### src/sv/pma_pkg.sv
// ----------------------------------------------------------------------------
// pma_pkg
// Shared constants of the paired moving-average block: default window
// lengths, sample width and the pair selector codes.
// ----------------------------------------------------------------------------
package pma_pkg;

  localparam int unsigned LONG_WINDOW_DEF  = 32;
  localparam int unsigned SHORT_WINDOW_DEF = 4;
  localparam int unsigned SAMPLE_BITS_DEF  = 12;

  localparam logic OP_PAIR_LOW  = 1'b0;
  localparam logic OP_PAIR_HIGH = 1'b1;

endpackage

### src/sv/pma_if.sv
// ----------------------------------------------------------------------------
// pma_if
// Valid/ready channels of the paired moving-average block: the sample pair
// channel and the average pair channel.
// ----------------------------------------------------------------------------
interface pma_in_if #(
  parameter int unsigned SAMPLE_BITS = pma_pkg::SAMPLE_BITS_DEF
);
  logic                   valid;
  logic                   ready;
  logic                   op;
  logic [SAMPLE_BITS-1:0] sample_a;
  logic [SAMPLE_BITS-1:0] sample_b;

  modport source (output valid, output op, output sample_a, output sample_b, input ready);
  modport sink   (input valid, input op, input sample_a, input sample_b, output ready);
endinterface

interface pma_out_if #(
  parameter int unsigned SAMPLE_BITS = pma_pkg::SAMPLE_BITS_DEF
);
  logic                   valid;
  logic                   ready;
  logic                   pair;
  logic [SAMPLE_BITS-1:0] avg_a;
  logic [SAMPLE_BITS-1:0] avg_b;

  modport source (output valid, output pair, output avg_a, output avg_b, input ready);
  modport sink   (input valid, input pair, input avg_a, input avg_b, output ready);
endinterface

### src/sv/paired_moving_average_top.sv
// ----------------------------------------------------------------------------
// paired_moving_average_top
// Boxcar running averages of four converter channels taken two at a time.
//
// in_ch carries one sample pair per transaction: op low feeds channels 0
// and 1, op high feeds channels 2 and 3. out_ch returns one transaction per
// input transaction, in order: pair echoes op, avg_a and avg_b are the
// truncated window averages after the new samples are taken in. Channels
// 0 to 2 average over LONG_WINDOW samples, channel 3 over SHORT_WINDOW.
// One transaction is taken every cycle while out_ch does not stall. The path
// runs through an input register, a stage that reads the rings and updates
// the sums, and a stage that divides the sums by reciprocal multiply into the
// output register. Reset empties the pipeline, zeroes every sum and marks
// every ring empty, so averages ramp up from zero until a full window has
// arrived. When out_ch is stalled the stages fill up to three transactions,
// then in_ch.ready drops.
// ----------------------------------------------------------------------------
module paired_moving_average_top #(
  parameter int unsigned LONG_WINDOW  = pma_pkg::LONG_WINDOW_DEF,
  parameter int unsigned SHORT_WINDOW = pma_pkg::SHORT_WINDOW_DEF,
  parameter int unsigned SAMPLE_BITS  = pma_pkg::SAMPLE_BITS_DEF
) (
  input  logic       clk,
  input  logic       rst_n,
  pma_in_if.sink     in_ch,
  pma_out_if.source  out_ch
);

  localparam int unsigned LSUM_W = SAMPLE_BITS + $clog2(LONG_WINDOW);
  localparam int unsigned SSUM_W = SAMPLE_BITS + $clog2(SHORT_WINDOW);

  logic                   accept;
  logic                   acc_low;
  logic                   acc_high;
  logic                   s0_free;
  logic                   s0_adv;
  logic                   s1_free;
  logic                   s1_adv;
  logic                   out_free;
  logic                   wr_low;
  logic                   wr_high;

  logic                   s0_valid_r;
  logic                   s0_op_r;
  logic [SAMPLE_BITS-1:0] s0_a_r;
  logic [SAMPLE_BITS-1:0] s0_b_r;

  logic [SAMPLE_BITS-1:0] old0;
  logic [SAMPLE_BITS-1:0] old1;
  logic [SAMPLE_BITS-1:0] old2;
  logic [SAMPLE_BITS-1:0] old3;
  logic [SAMPLE_BITS-1:0] old_a;

  logic [LSUM_W-1:0]      sum0_r;
  logic [LSUM_W-1:0]      sum1_r;
  logic [LSUM_W-1:0]      sum2_r;
  logic [SSUM_W-1:0]      sum3_r;
  logic [LSUM_W-1:0]      sum_a_cur;
  logic [LSUM_W-1:0]      sum_a_nxt;
  logic [LSUM_W-1:0]      sum1_nxt;
  logic [SSUM_W-1:0]      sum3_nxt;

  logic                   s1_valid_r;
  logic                   s1_pair_r;
  logic [LSUM_W-1:0]      s1_sum_a_r;
  logic [LSUM_W-1:0]      s1_sum_l_r;
  logic [SSUM_W-1:0]      s1_sum_s_r;

  logic [SAMPLE_BITS-1:0] q_a;
  logic [SAMPLE_BITS-1:0] q_bl;
  logic [SAMPLE_BITS-1:0] q_bs;

  logic                   out_valid_r;
  logic                   out_pair_r;
  logic [SAMPLE_BITS-1:0] out_avg_a_r;
  logic [SAMPLE_BITS-1:0] out_avg_b_r;

  assign out_free = !out_valid_r || out_ch.ready;
  assign s1_adv   = s1_valid_r && out_free;
  assign s1_free  = !s1_valid_r || out_free;
  assign s0_adv   = s0_valid_r && s1_free;
  assign s0_free  = !s0_valid_r || s1_free;

  assign in_ch.ready = s0_free;
  assign accept      = in_ch.valid && s0_free;
  assign acc_low     = accept && (in_ch.op == pma_pkg::OP_PAIR_LOW);
  assign acc_high    = accept && (in_ch.op == pma_pkg::OP_PAIR_HIGH);
  assign wr_low      = s0_adv && (s0_op_r == pma_pkg::OP_PAIR_LOW);
  assign wr_high     = s0_adv && (s0_op_r == pma_pkg::OP_PAIR_HIGH);

  pma_ring #(.DEPTH(LONG_WINDOW), .WIDTH(SAMPLE_BITS)) u_ring0 (
    .clk(clk), .rst_n(rst_n), .rd_en(acc_low), .wr_en(wr_low),
    .wr_data(s0_a_r), .old_data(old0)
  );

  pma_ring #(.DEPTH(LONG_WINDOW), .WIDTH(SAMPLE_BITS)) u_ring1 (
    .clk(clk), .rst_n(rst_n), .rd_en(acc_low), .wr_en(wr_low),
    .wr_data(s0_b_r), .old_data(old1)
  );

  pma_ring #(.DEPTH(LONG_WINDOW), .WIDTH(SAMPLE_BITS)) u_ring2 (
    .clk(clk), .rst_n(rst_n), .rd_en(acc_high), .wr_en(wr_high),
    .wr_data(s0_a_r), .old_data(old2)
  );

  pma_ring #(.DEPTH(SHORT_WINDOW), .WIDTH(SAMPLE_BITS)) u_ring3 (
    .clk(clk), .rst_n(rst_n), .rd_en(acc_high), .wr_en(wr_high),
    .wr_data(s0_b_r), .old_data(old3)
  );

  assign old_a     = (s0_op_r == pma_pkg::OP_PAIR_HIGH) ? old2 : old0;
  assign sum_a_cur = (s0_op_r == pma_pkg::OP_PAIR_HIGH) ? sum2_r : sum0_r;
  assign sum_a_nxt = sum_a_cur + LSUM_W'(s0_a_r) - LSUM_W'(old_a);
  assign sum1_nxt  = sum1_r + LSUM_W'(s0_b_r) - LSUM_W'(old1);
  assign sum3_nxt  = sum3_r + SSUM_W'(s0_b_r) - SSUM_W'(old3);

  always_ff @(posedge clk) begin
    if (!rst_n) begin
      s0_valid_r  <= 1'b0;
      s1_valid_r  <= 1'b0;
      out_valid_r <= 1'b0;
      sum0_r      <= '0;
      sum1_r      <= '0;
      sum2_r      <= '0;
      sum3_r      <= '0;
    end else begin
      if (s0_free) begin
        s0_valid_r <= in_ch.valid;
      end
      if (s1_free) begin
        s1_valid_r <= s0_valid_r;
      end
      if (out_free) begin
        out_valid_r <= s1_valid_r;
      end
      if (wr_low) begin
        sum0_r <= sum_a_nxt;
        sum1_r <= sum1_nxt;
      end
      if (wr_high) begin
        sum2_r <= sum_a_nxt;
        sum3_r <= sum3_nxt;
      end
    end
  end

  always_ff @(posedge clk) begin
    if (accept) begin
      s0_op_r <= in_ch.op;
      s0_a_r  <= in_ch.sample_a;
      s0_b_r  <= in_ch.sample_b;
    end
    if (s0_adv) begin
      s1_pair_r  <= s0_op_r;
      s1_sum_a_r <= sum_a_nxt;
      s1_sum_l_r <= sum1_nxt;
      s1_sum_s_r <= sum3_nxt;
    end
    if (s1_adv) begin
      out_pair_r  <= s1_pair_r;
      out_avg_a_r <= q_a;
      out_avg_b_r <= (s1_pair_r == pma_pkg::OP_PAIR_HIGH) ? q_bs : q_bl;
    end
  end

  pma_div #(.DIVISOR(LONG_WINDOW), .IN_W(LSUM_W), .OUT_W(SAMPLE_BITS)) u_div_a (
    .dividend(s1_sum_a_r), .quotient(q_a)
  );

  pma_div #(.DIVISOR(LONG_WINDOW), .IN_W(LSUM_W), .OUT_W(SAMPLE_BITS)) u_div_bl (
    .dividend(s1_sum_l_r), .quotient(q_bl)
  );

  pma_div #(.DIVISOR(SHORT_WINDOW), .IN_W(SSUM_W), .OUT_W(SAMPLE_BITS)) u_div_bs (
    .dividend(s1_sum_s_r), .quotient(q_bs)
  );

  assign out_ch.valid = out_valid_r;
  assign out_ch.pair  = out_pair_r;
  assign out_ch.avg_a = out_avg_a_r;
  assign out_ch.avg_b = out_avg_b_r;

endmodule

### src/sv/pma_ring.sv
// ----------------------------------------------------------------------------
// pma_ring
// Sample ring of one channel: a memory with a registered read of the oldest
// sample, a write pointer and a fill flag that makes unwritten slots read
// as zero.
// ----------------------------------------------------------------------------
module pma_ring #(
  parameter int unsigned DEPTH = pma_pkg::LONG_WINDOW_DEF,
  parameter int unsigned WIDTH = pma_pkg::SAMPLE_BITS_DEF
) (
  input  logic             clk,
  input  logic             rst_n,
  input  logic             rd_en,
  input  logic             wr_en,
  input  logic [WIDTH-1:0] wr_data,
  output logic [WIDTH-1:0] old_data
);

  localparam int unsigned AW = (DEPTH > 1) ? $clog2(DEPTH) : 1;
  localparam logic [AW-1:0] LAST = AW'(DEPTH - 1);

  logic [WIDTH-1:0] mem [DEPTH];
  logic [AW-1:0]    ptr_r;
  logic [AW-1:0]    ptr_nxt;
  logic             full_r;
  logic             full_nxt;
  logic             rd_live_r;
  logic [AW-1:0]    wr_addr_r;
  logic [WIDTH-1:0] rd_data_r;

  assign ptr_nxt  = (ptr_r == LAST) ? '0 : ptr_r + 1'b1;
  assign full_nxt = full_r | (ptr_r == LAST);
  assign old_data = rd_live_r ? rd_data_r : '0;

  always_ff @(posedge clk) begin
    if (!rst_n) begin
      ptr_r     <= '0;
      full_r    <= 1'b0;
      rd_live_r <= 1'b0;
    end else if (rd_en) begin
      ptr_r     <= ptr_nxt;
      full_r    <= full_nxt;
      rd_live_r <= full_r;
    end
  end

  always_ff @(posedge clk) begin
    if (wr_en) begin
      mem[wr_addr_r] <= wr_data;
    end
    if (rd_en) begin
      rd_data_r <= mem[ptr_r];
      wr_addr_r <= ptr_r;
    end
  end

endmodule

### src/sv/pma_div.sv
// ----------------------------------------------------------------------------
// pma_div
// Truncating division of a window sum by the constant window length,
// done as a multiply by a rounded-up reciprocal and a shift.
// ----------------------------------------------------------------------------
module pma_div #(
  parameter int unsigned DIVISOR = pma_pkg::LONG_WINDOW_DEF,
  parameter int unsigned IN_W    = pma_pkg::SAMPLE_BITS_DEF + $clog2(pma_pkg::LONG_WINDOW_DEF),
  parameter int unsigned OUT_W   = pma_pkg::SAMPLE_BITS_DEF
) (
  input  logic [IN_W-1:0]  dividend,
  output logic [OUT_W-1:0] quotient
);

  localparam int unsigned SHIFT  = IN_W + $clog2(DIVISOR);
  localparam int unsigned MW     = IN_W + 1;
  localparam int unsigned PW     = IN_W + MW;
  localparam logic [63:0] MULT64 = ((64'd1 << SHIFT) + 64'(DIVISOR) - 64'd1) / 64'(DIVISOR);
  localparam logic [MW-1:0] MULT = MULT64[MW-1:0];

  logic [PW-1:0] product;

  assign product  = PW'(dividend) * PW'(MULT);
  assign quotient = product[SHIFT +: OUT_W];

endmodule

### src/flat_wrapper.sv
// flat-port wrapper written by rule: the top's interface ports become plain ports
module paired_moving_average_top_flat 
#(
  parameter int unsigned LONG_WINDOW  = pma_pkg::LONG_WINDOW_DEF,
  parameter int unsigned SHORT_WINDOW = pma_pkg::SHORT_WINDOW_DEF,
  parameter int unsigned SAMPLE_BITS  = pma_pkg::SAMPLE_BITS_DEF
)
  (clk, rst_n, in_ch_valid, in_ch_op, in_ch_sample_a, in_ch_sample_b, in_ch_ready, out_ch_valid, out_ch_pair, out_ch_avg_a, out_ch_avg_b, out_ch_ready);
  pma_in_if #(.SAMPLE_BITS(SAMPLE_BITS)) in_ch_i ();
  pma_out_if #(.SAMPLE_BITS(SAMPLE_BITS)) out_ch_i ();
  input  logic clk;
  input  logic rst_n;
  input wire logic [$bits(in_ch_i.valid)-1:0] in_ch_valid;
  input wire logic [$bits(in_ch_i.op)-1:0] in_ch_op;
  input wire logic [$bits(in_ch_i.sample_a)-1:0] in_ch_sample_a;
  input wire logic [$bits(in_ch_i.sample_b)-1:0] in_ch_sample_b;
  output wire logic [$bits(in_ch_i.ready)-1:0] in_ch_ready;
  output wire logic [$bits(out_ch_i.valid)-1:0] out_ch_valid;
  output wire logic [$bits(out_ch_i.pair)-1:0] out_ch_pair;
  output wire logic [$bits(out_ch_i.avg_a)-1:0] out_ch_avg_a;
  output wire logic [$bits(out_ch_i.avg_b)-1:0] out_ch_avg_b;
  input wire logic [$bits(out_ch_i.ready)-1:0] out_ch_ready;
  assign in_ch_i.valid = in_ch_valid;
  assign in_ch_i.op = in_ch_op;
  assign in_ch_i.sample_a = in_ch_sample_a;
  assign in_ch_i.sample_b = in_ch_sample_b;
  assign in_ch_ready = in_ch_i.ready;
  assign out_ch_valid = out_ch_i.valid;
  assign out_ch_pair = out_ch_i.pair;
  assign out_ch_avg_a = out_ch_i.avg_a;
  assign out_ch_avg_b = out_ch_i.avg_b;
  assign out_ch_i.ready = out_ch_ready;
  paired_moving_average_top #(.LONG_WINDOW(LONG_WINDOW), .SHORT_WINDOW(SHORT_WINDOW), .SAMPLE_BITS(SAMPLE_BITS)) u_core (.clk(clk), .rst_n(rst_n), .in_ch(in_ch_i), .out_ch(out_ch_i));
endmodule
### config.mk
export PLATFORM = sky130hd
export DESIGN_NAME = paired_moving_average_top_flat
export DESIGN_NICKNAME = d
export VERILOG_FILES = /design/src/sv/pma_pkg.sv /design/src/sv/pma_if.sv /design/src/sv/paired_moving_average_top.sv /design/src/sv/pma_ring.sv /design/src/sv/pma_div.sv /design/src/flat_wrapper.sv
export SDC_FILE = /design/constraint.sdc
export NUM_CORES = 2
export LEC_CHECK = 0
export BUFFER_PORTS_ARGS = -buffer_cell sky130_fd_sc_hd__buf_2
export CAP_MARGIN = 25
export CORE_ASPECT_RATIO = 1.75
export CORE_MARGIN = 5
export CORE_UTILIZATION = 60
export DETAILED_ROUTE_END_ITERATION = 12
export HOLD_SLACK_MARGIN = 0.02
export PLACE_DENSITY = 0.72
export SLEW_MARGIN = 0
export SYNTH_ARGS = -nofsm -noshare
export SYNTH_HDL_FRONTEND = slang
export SYNTH_SLANG_ARGS = --single-unit
### constraint.sdc
create_clock -name clk -period 5.8 [get_ports clk]
set_input_delay 0.58 -clock clk [delete_from_list [all_inputs] [get_ports clk]]
set_output_delay 0.58 -clock clk [all_outputs]
set_load 0.01 [all_outputs]
Yosys cells after proc, flatten, opt, wreduce, memory -nomap -nowiden
Memory sizes are Yosys's and may differ from the RTL's. A register that Yosys moved wholly into a read port is not among the register bits.
Cells that the tools add are included.
- latch bits: 0
- bits in read-only memories: 0
- memories kept: 4
- output and inout port bits: 27
- input bits: 29
- bits in registers: 209
- logic and storage cells: 85
- bits in writable memories: 1200
- muxes and demuxes: 15
- magnitude comparators: 0
- bitwise logic cells: 6
- reductions and logical operators: 13
- shifts and indexed selects: 0
- equality and inequality tests: 4
- add/subtract/negate cells: 10
- div/mod/pow operators: 0
- multipliers: 0
- memories (memory ; words ; width ; rd ports ; clocked after memory_dff ; write ports ; line ; RTL):
    u_core.u_ring0.mem ; 32 ; 12 ; 1 ; 1 ; 1 ; pma_ring.sv:22 ; logic [WIDTH-1:0] mem [DEPTH];
    u_core.u_ring1.mem ; 32 ; 12 ; 1 ; 1 ; 1 ; pma_ring.sv:22 ;
    u_core.u_ring2.mem ; 32 ; 12 ; 1 ; 1 ; 1 ; pma_ring.sv:22 ;
    u_core.u_ring3.mem ; 4 ; 12 ; 1 ; 1 ; 1 ; pma_ring.sv:22 ;
- operator list (kind ; count):
    12-bit 2-to-1 mux ; 6
    17-bit by 12-bit adder with 17-bit output ; 2
    17-bit by 12-bit subtractor with 17-bit output ; 2
    17-bit 2-to-1 mux ; 1
    5-bit by 1-bit adder with 5-bit output, second input constant ; 3
    5-bit == test, second input constant ; 3
    5-bit 2-to-1 mux ; 3
    14-bit by 12-bit adder with 14-bit output ; 1
    14-bit by 12-bit subtractor with 14-bit output ; 1
    1-bit logical AND ; 7
    1-bit 2-to-1 mux ; 4
    1-bit OR ; 4
    1-bit zero test ; 3
    1-bit logical OR ; 3
    2-bit by 1-bit adder with 2-bit output, second input constant ; 1
    2-bit == test, second input constant ; 1
    2-bit 2-to-1 mux ; 1
    1-bit NOT ; 2

Depth between registers and ports, before layout
- word-level depth: 7
- mapped depth: 14
- gate-level depth less buffers: 12

By module
From an unflattened synthesis, not the netlist that was laid out.
- cell total of the unflattened synthesis: 3285
- area total of the unflattened synthesis: 59124.2 um^2
- modules (own cells, without submodules) (module ; instances ; cells an instance ; area each (um^2) ; seq. area each (um^2)):
    pma_ring (u_core.u_ring0 ...) ; 3 ; 747 ; 15735.1 ; 12181.7
    paired_moving_average_top ; 1 ; 898 ; 9198.8 ; 4334.2
    pma_ring (u_core.u_ring3) ; 1 ; 110 ; 2449.8 ; 1941.9
    pma_div ; 3 ; 12 ; 90.1 ; 0.0

Worst setup path after synthesis
Ideal clock, no wire load.
- path kind: input-to-reg
- from: input out_ch_ready
- to: memory u_core.u_ring3.mem[1][0] (netlist name) (enable)
- slack: 1186 ps
- stages: 6
- data required time: 5401 ps
- setup time: 399 ps
- buffers on the path: 2
- data arrival time: 4215 ps
- path through: nor2b_1 a21oi_1 nand2_1 clkbuf_1 clkbuf_1 nor3b_1
- cells in the longest elaborated chain, start to end: 6
- RTL lines (element ; line ; RTL):
    start: declaration ; flat_wrapper.sv:22 ; input wire logic [$bits(out_ch_i.ready)-1:0] out_ch_ready;
    1-bit logical OR ; paired_moving_average_top.sv:78 ; assign out_free = !out_valid_r || out_ch.ready;
    1-bit logical OR ; paired_moving_average_top.sv:80 ; assign s1_free = !s1_valid_r || out_free;
    1-bit logical AND ; paired_moving_average_top.sv:81 ; assign s0_adv = s0_valid_r && s1_free;
    via u_core.s0_adv ; paired_moving_average_top.sv:36 ; logic s0_adv;
    1-bit logical AND ; paired_moving_average_top.sv:89 ; assign wr_high = s0_adv && (s0_op_r == pma_pkg::OP_PAIR_HIGH);
    1-bit 2-to-1 mux ; pma_ring.sv:48 ; if (wr_en) begin
    1-bit 2-to-1 mux (implied by the code) ; pma_ring.sv:49 ; mem[wr_addr_r] <= wr_data;
    end: declaration ; pma_ring.sv:22 ;
The timed path passes the listed nets, and every way through them passes these cells.

Final worst setup path
- from: register u_core.s0_op_r
- to: register u_core.sum2_r[14]
- cells in the longest elaborated chain, start to end: 3
- elaborated cells on any way between the ends: 5
- those cells by class: 2 x add/sub; 2 x mux; 1 x reduce/logical
- RTL lines (element ; line ; RTL):
    start: declaration ; paired_moving_average_top.sv:44 ; logic s0_op_r;
    start signal: assignment ; paired_moving_average_top.sv:149 ; s0_op_r <= in_ch.op;
    17-bit 2-to-1 mux ; paired_moving_average_top.sv:112 ; assign sum_a_cur = (s0_op_r == pma_pkg::OP_PAIR_HIGH) ? sum2_r : sum0_r;
    17-bit by 12-bit adder with 17-bit output ; paired_moving_average_top.sv:113 ; assign sum_a_nxt = sum_a_cur + LSUM_W'(s0_a_r) - LSUM_W'(old_a);
    17-bit by 12-bit subtractor with 17-bit output (*) ; paired_moving_average_top.sv:113 ;
    via u_core.sum_a_nxt[14] ; paired_moving_average_top.sv:59 ; logic [LSUM_W-1:0] sum_a_nxt;
    end signal: assignment ; paired_moving_average_top.sv:141 ; sum2_r <= sum_a_nxt;
    end: declaration ; paired_moving_average_top.sv:56 ; logic [LSUM_W-1:0] sum2_r;
Mark *: on every way through the listed nets, which the timed path passes. The rest lies on a longest branch.
A chain may end at the register's enable or synchronous reset.

==> results by group <==
Critical path
  • Worst r2r src: u_core.s0_op_r$_DFFE_PP_
  • CP dominant cell by count: ha_1
  • Max FO, Critical Path: 12
  • Required @ worst endpoint: around 6.5 ns
  • Setup crit start: u_core.s0_op_r$_DFFE_PP_
  • Largest stage delay on the critical path: 0.66 ns
  • Worst path slowest cell: nor2b_1
  • CP Data Arrival Time: 4.69 ns
  • Crit end category: flop
  • Crit Reg-Reg Endpoint: u_core.sum2_r[14]$_SDFFE_PN0P_
  • Kind of critical path: reg -> reg
  • R2R Setup Slk: 1.77 ns
  • Cell Chain, Critical Path: nor2b_1, a22o_1, ha_1, inv_1, ha_1, fa_1, a211oi_1, o211a_1, nor3_1, nor4_1, nand2_1, a21oi_1
  • CP Launch Type: flop
  • FF-to-FF path depth: 12
  • CP endpoint: u_core.sum2_r[14]$_SDFFE_PN0P_

STA
  • Setup ws final: 1.77 ns
  • Time the worst path needs with I/O delays and setup: 4.03 ns
  • Peak Freq: between 0.2 and 0.25 GHz
  • Endpoints failing setup: 0
  • Unrepaired setup endpoints after global routing: false
  • Setup Total Neg Slack: 0 ns
  • Hold slack: approximately 0.11 ns
  • Slew Limit Fails: 0
  • Fin. Hold Viols: 0
  • Slew Limit Headroom: 28.3%
  • Fin crit share: 69.5%
  • Clock skew: 0.0607 ns
  • Actual transition at the worst max-transition pin: 1.07 ns

Clock network
  • Cts bufs inserted: about 120
  • H-tree depth: 3
  • Worst-Skew Late Latency: 0.76 ns
  • Worst-path clk slew: 0.07 ns
  • Setup bufs post-CTS: 0
  • Max clock buf depth: 3
  • Cts hold-fix bufs: 21
  • Post-CTS sizing: 0
  • CTS tree: done
  • Root Buffer: clkbuf_16
  • Sink Count: 1,445

Logic synthesis
  • Yosys top cell by area: edfxtp_1
  • Primary FF master, synth: edfxtp_1
  • Synth Instances: between 3,000 and 4,000
  • Distinct cells, synth: 59
  • Async S/R FF share, synth: 0%
  • Post-synthesis sequential area ratio: 72.9%
  • Post-synthesis net count: 3,130
  • Synth top area cells: edfxtp_1 70%, mux4_2 14%, dfxtp_1 3.2%, fa_1 1.2%, ha_1 1.2%
  • Post-synth EDFFs: 1,352
  • Post-Syn Area per Cell: roughly 19 um^2
  • Yosys reg bits: 1,445
  • Netlist Area Pre-Place: 58,300 um^2
  • Synth Warn #: 0
  • Post-synth top area share: roughly 70%

Detailed routing
  • Remaining antenna violation count: 0
  • Avg WL per Cell: 28.7 um
  • Routed wl met2: roughly 72,000 um
  • Vias per inst: 6.28
  • Routed wl met3: ~7000 um
  • DR top layer: met4
  • Number of DRC markers after the initial detailed-route iteration: between 2,000 and 3,000
  • DRC viols: 0
  • 1st-pass router iterations: 6
  • Drt total wl: 132,000 um
  • Vias: 29,000
  • Metal-1 WL: 46,800 um

Power
  • Reg power frac: about 55%
  • Clock Power Share: 38.5%
  • PwrDens: between 300 and 400 nW/um^2
  • Pleak: 20.8 nW
  • Net Sw Power: between 4 and 5 mW
  • Logic gate share of total power: 7.0%
  • Worst vdd ir: 395 uV
  • Final Power: 21.4 mW
  • Sw Ratio: 22.0%
  • Pint: 16.7 mW

Cells and area
  • Share of layout cells above drive strength 1: 25.2%
  • Synth-to-layout area growth: 11.6%
  • FF+latch area: 42,500 um^2
  • Commonest non-fill, non-tap cells in the layout: 1,352 x edfxtp_1, 372 x mux4_2, 160 x nor2_1, 134 x inv_1, 131 x nand2_1
  • Fillers: between 6,000 and 7,000
  • Area of the multi-input gates: 14,600 um^2
  • Fin util: 67.2%
  • Final #Nets: 3,331
  • Commonest non-fill, non-tap cell in the layout: edfxtp_1

Run
  • MaxCap Viol Count: 0

Placement
  • DP Worst Slack: 1.45 ns
  • Port Buffer Count: 55
  • HPWL Detailed: 85,800 um
  • Gpl congestion: 0.865

Floorplan
  • Die area: 104,000 um^2
  • Starting Density: 60.2%
  • Num ports: 56
  • Core area: 96,700 um^2
  • Die X: 246 um
  • FP Rows: 151
  • Die H: 422 um

Run status
  • Status: complete, no violations

Global route
  • Initial antenna violation count: 0
  • Global-route wire length before repair: 199,000 um
  • Grt total ovfl: 0
  • Total Routing Usage GR: 25.9%
  • Vias in the first global route: 30,300
  • Pin count of the biggest net entering global routing: 66

Min path
  • Worst Hold Class: in -> reg
  • Min-delay src: in_ch_sample_b[1]
-- worst min path at each step --
stage / to / cells past startpoint / slack [ns]
6_report: u_core.s0_b_r[1]$_DFFE_PP_ / 1 / 0.11
5_1_grt: u_core.s0_b_r[1]$_DFFE_PP_ / 1 / 0.08
4_1_cts: u_core.s0_b_r[1]$_DFFE_PP_ / 1 / 0.05
3_5_place_dp: u_core.out_ch.avg_a[0]$_DFFE_PP_ / 0 / 0.41
3_3_place_gp: u_core.out_ch.avg_a[0]$_DFFE_PP_ / 0 / 0.40
2_1_floorplan: u_core.out_ch.avg_a[0]$_DFFE_PP_ / 0 / 0.40
-- layer usage --
metal  vias up  track usage [%]
met3       239             3.40
li1      12400                -
met5         -                0
met4         0             11.0
met2      1138             46.4
met1     15200             31.7
-- worst max-delay path, delay by kind of cell (launching register included) --
family | cells | cell delay (ns)
AO/OA/AOI/OAI | 4 | 1.22
adder cells (fa/ha/maj) | 3 | 0.83
buffers and inverters | 1 | 0.04
flip-flops | 1 | 0.51
AND/OR/NAND/NOR | 4 | 1.36
-- kinds of logic (layout without fill, tap and decap cells) --
group                      after synthesis  after routing  synth area share [%]
DFF                                   1445           1445                  72.9
and+or+nand+nor                        474            474                  3.82
muxes                                  440            440                  15.6
buffers and inverters                  282            582                  2.07
AOI/OAI and AO/OA                      239            239                  2.60
adders and majority gates               91             91                  2.42
xor gates and xnor gates                39             39                 0.586
other                                    0              1                     0
-- cell usage after synthesis, types with 4 or more instances --
library cell / n
mux2_2: 49
o21a_1: 6
inv_1: 136
nand4_1: 8
o2111ai_1: 4
a21o_1: 14
buf_4: 30
mux4_2: 372
o21ai_0: 31
fa_1: 36
o21bai_1: 5
nand3b_1: 16
and3_1: 7
edfxtp_1: 1352
xor2_1: 9
or3_1: 17
buf_2: 27
nor3b_1: 5
o311ai_0: 4
dfxtp_1: 93
a21oi_1: 101
ha_1: 55
or4_1: 8
a22o_1: 12
nand2_1: 131
nor2b_1: 8
or3b_2: 6
buf_1: 19
o211ai_1: 10
a31oi_1: 11
a31o_2: 5
mux2i_1: 19
and2_1: 30
o211a_1: 5
nand3_1: 44
clkbuf_1: 69
nor2_1: 160
a211oi_1: 13
nor3_1: 19
xnor2_1: 30
-- power groups by stage --
stage	combinational, mW	clock, mW	sequential, mW
2_1_floorplan	0.999	0	11.9
3_3_place_gp	1.44	0	11.9
3_5_place_dp	1.48	0	11.9
4_1_cts	1.50	8.37	11.7
5_1_grt	1.62	8.86	11.7
6_report	1.50	8.24	11.7
-- stage by stage --
stage | instances | cell area, um^2
floorplan | 3010 | 58300
global placement | 4281 | 60000
detailed placement | 4335 | 60500
CTS | 4578 | 64700
global route | 4610 | 65000
finish | 4611 | 65000
-- registers in the layout, summed over array words and instances, names as in the netlist, 14 cells and up --
register and count:
u_core.u_ring3.mem 48, u_core.u_ring0.mem 384, u_core.u_ring1.mem 384, u_core.sum3_r 14
u_core.u_ring2.mem 384, u_core.sum1_r 17, u_core.sum2_r 17, u_core.sum0_r 17
-- final cells by class --
cell class / count / area share, %
diodes: 1 / 0.00385
clock buffers: 147 / 4.90
clock inverters: 75 / 1.29
inverters: 137 / 0.791
multi-input cells: 1283 / 22.5
flip-flops and latches: 1445 / 65.3
well taps: 1300 / 2.50
repair buffers: 223 / 2.69
(Power assumes the default switching activity.)
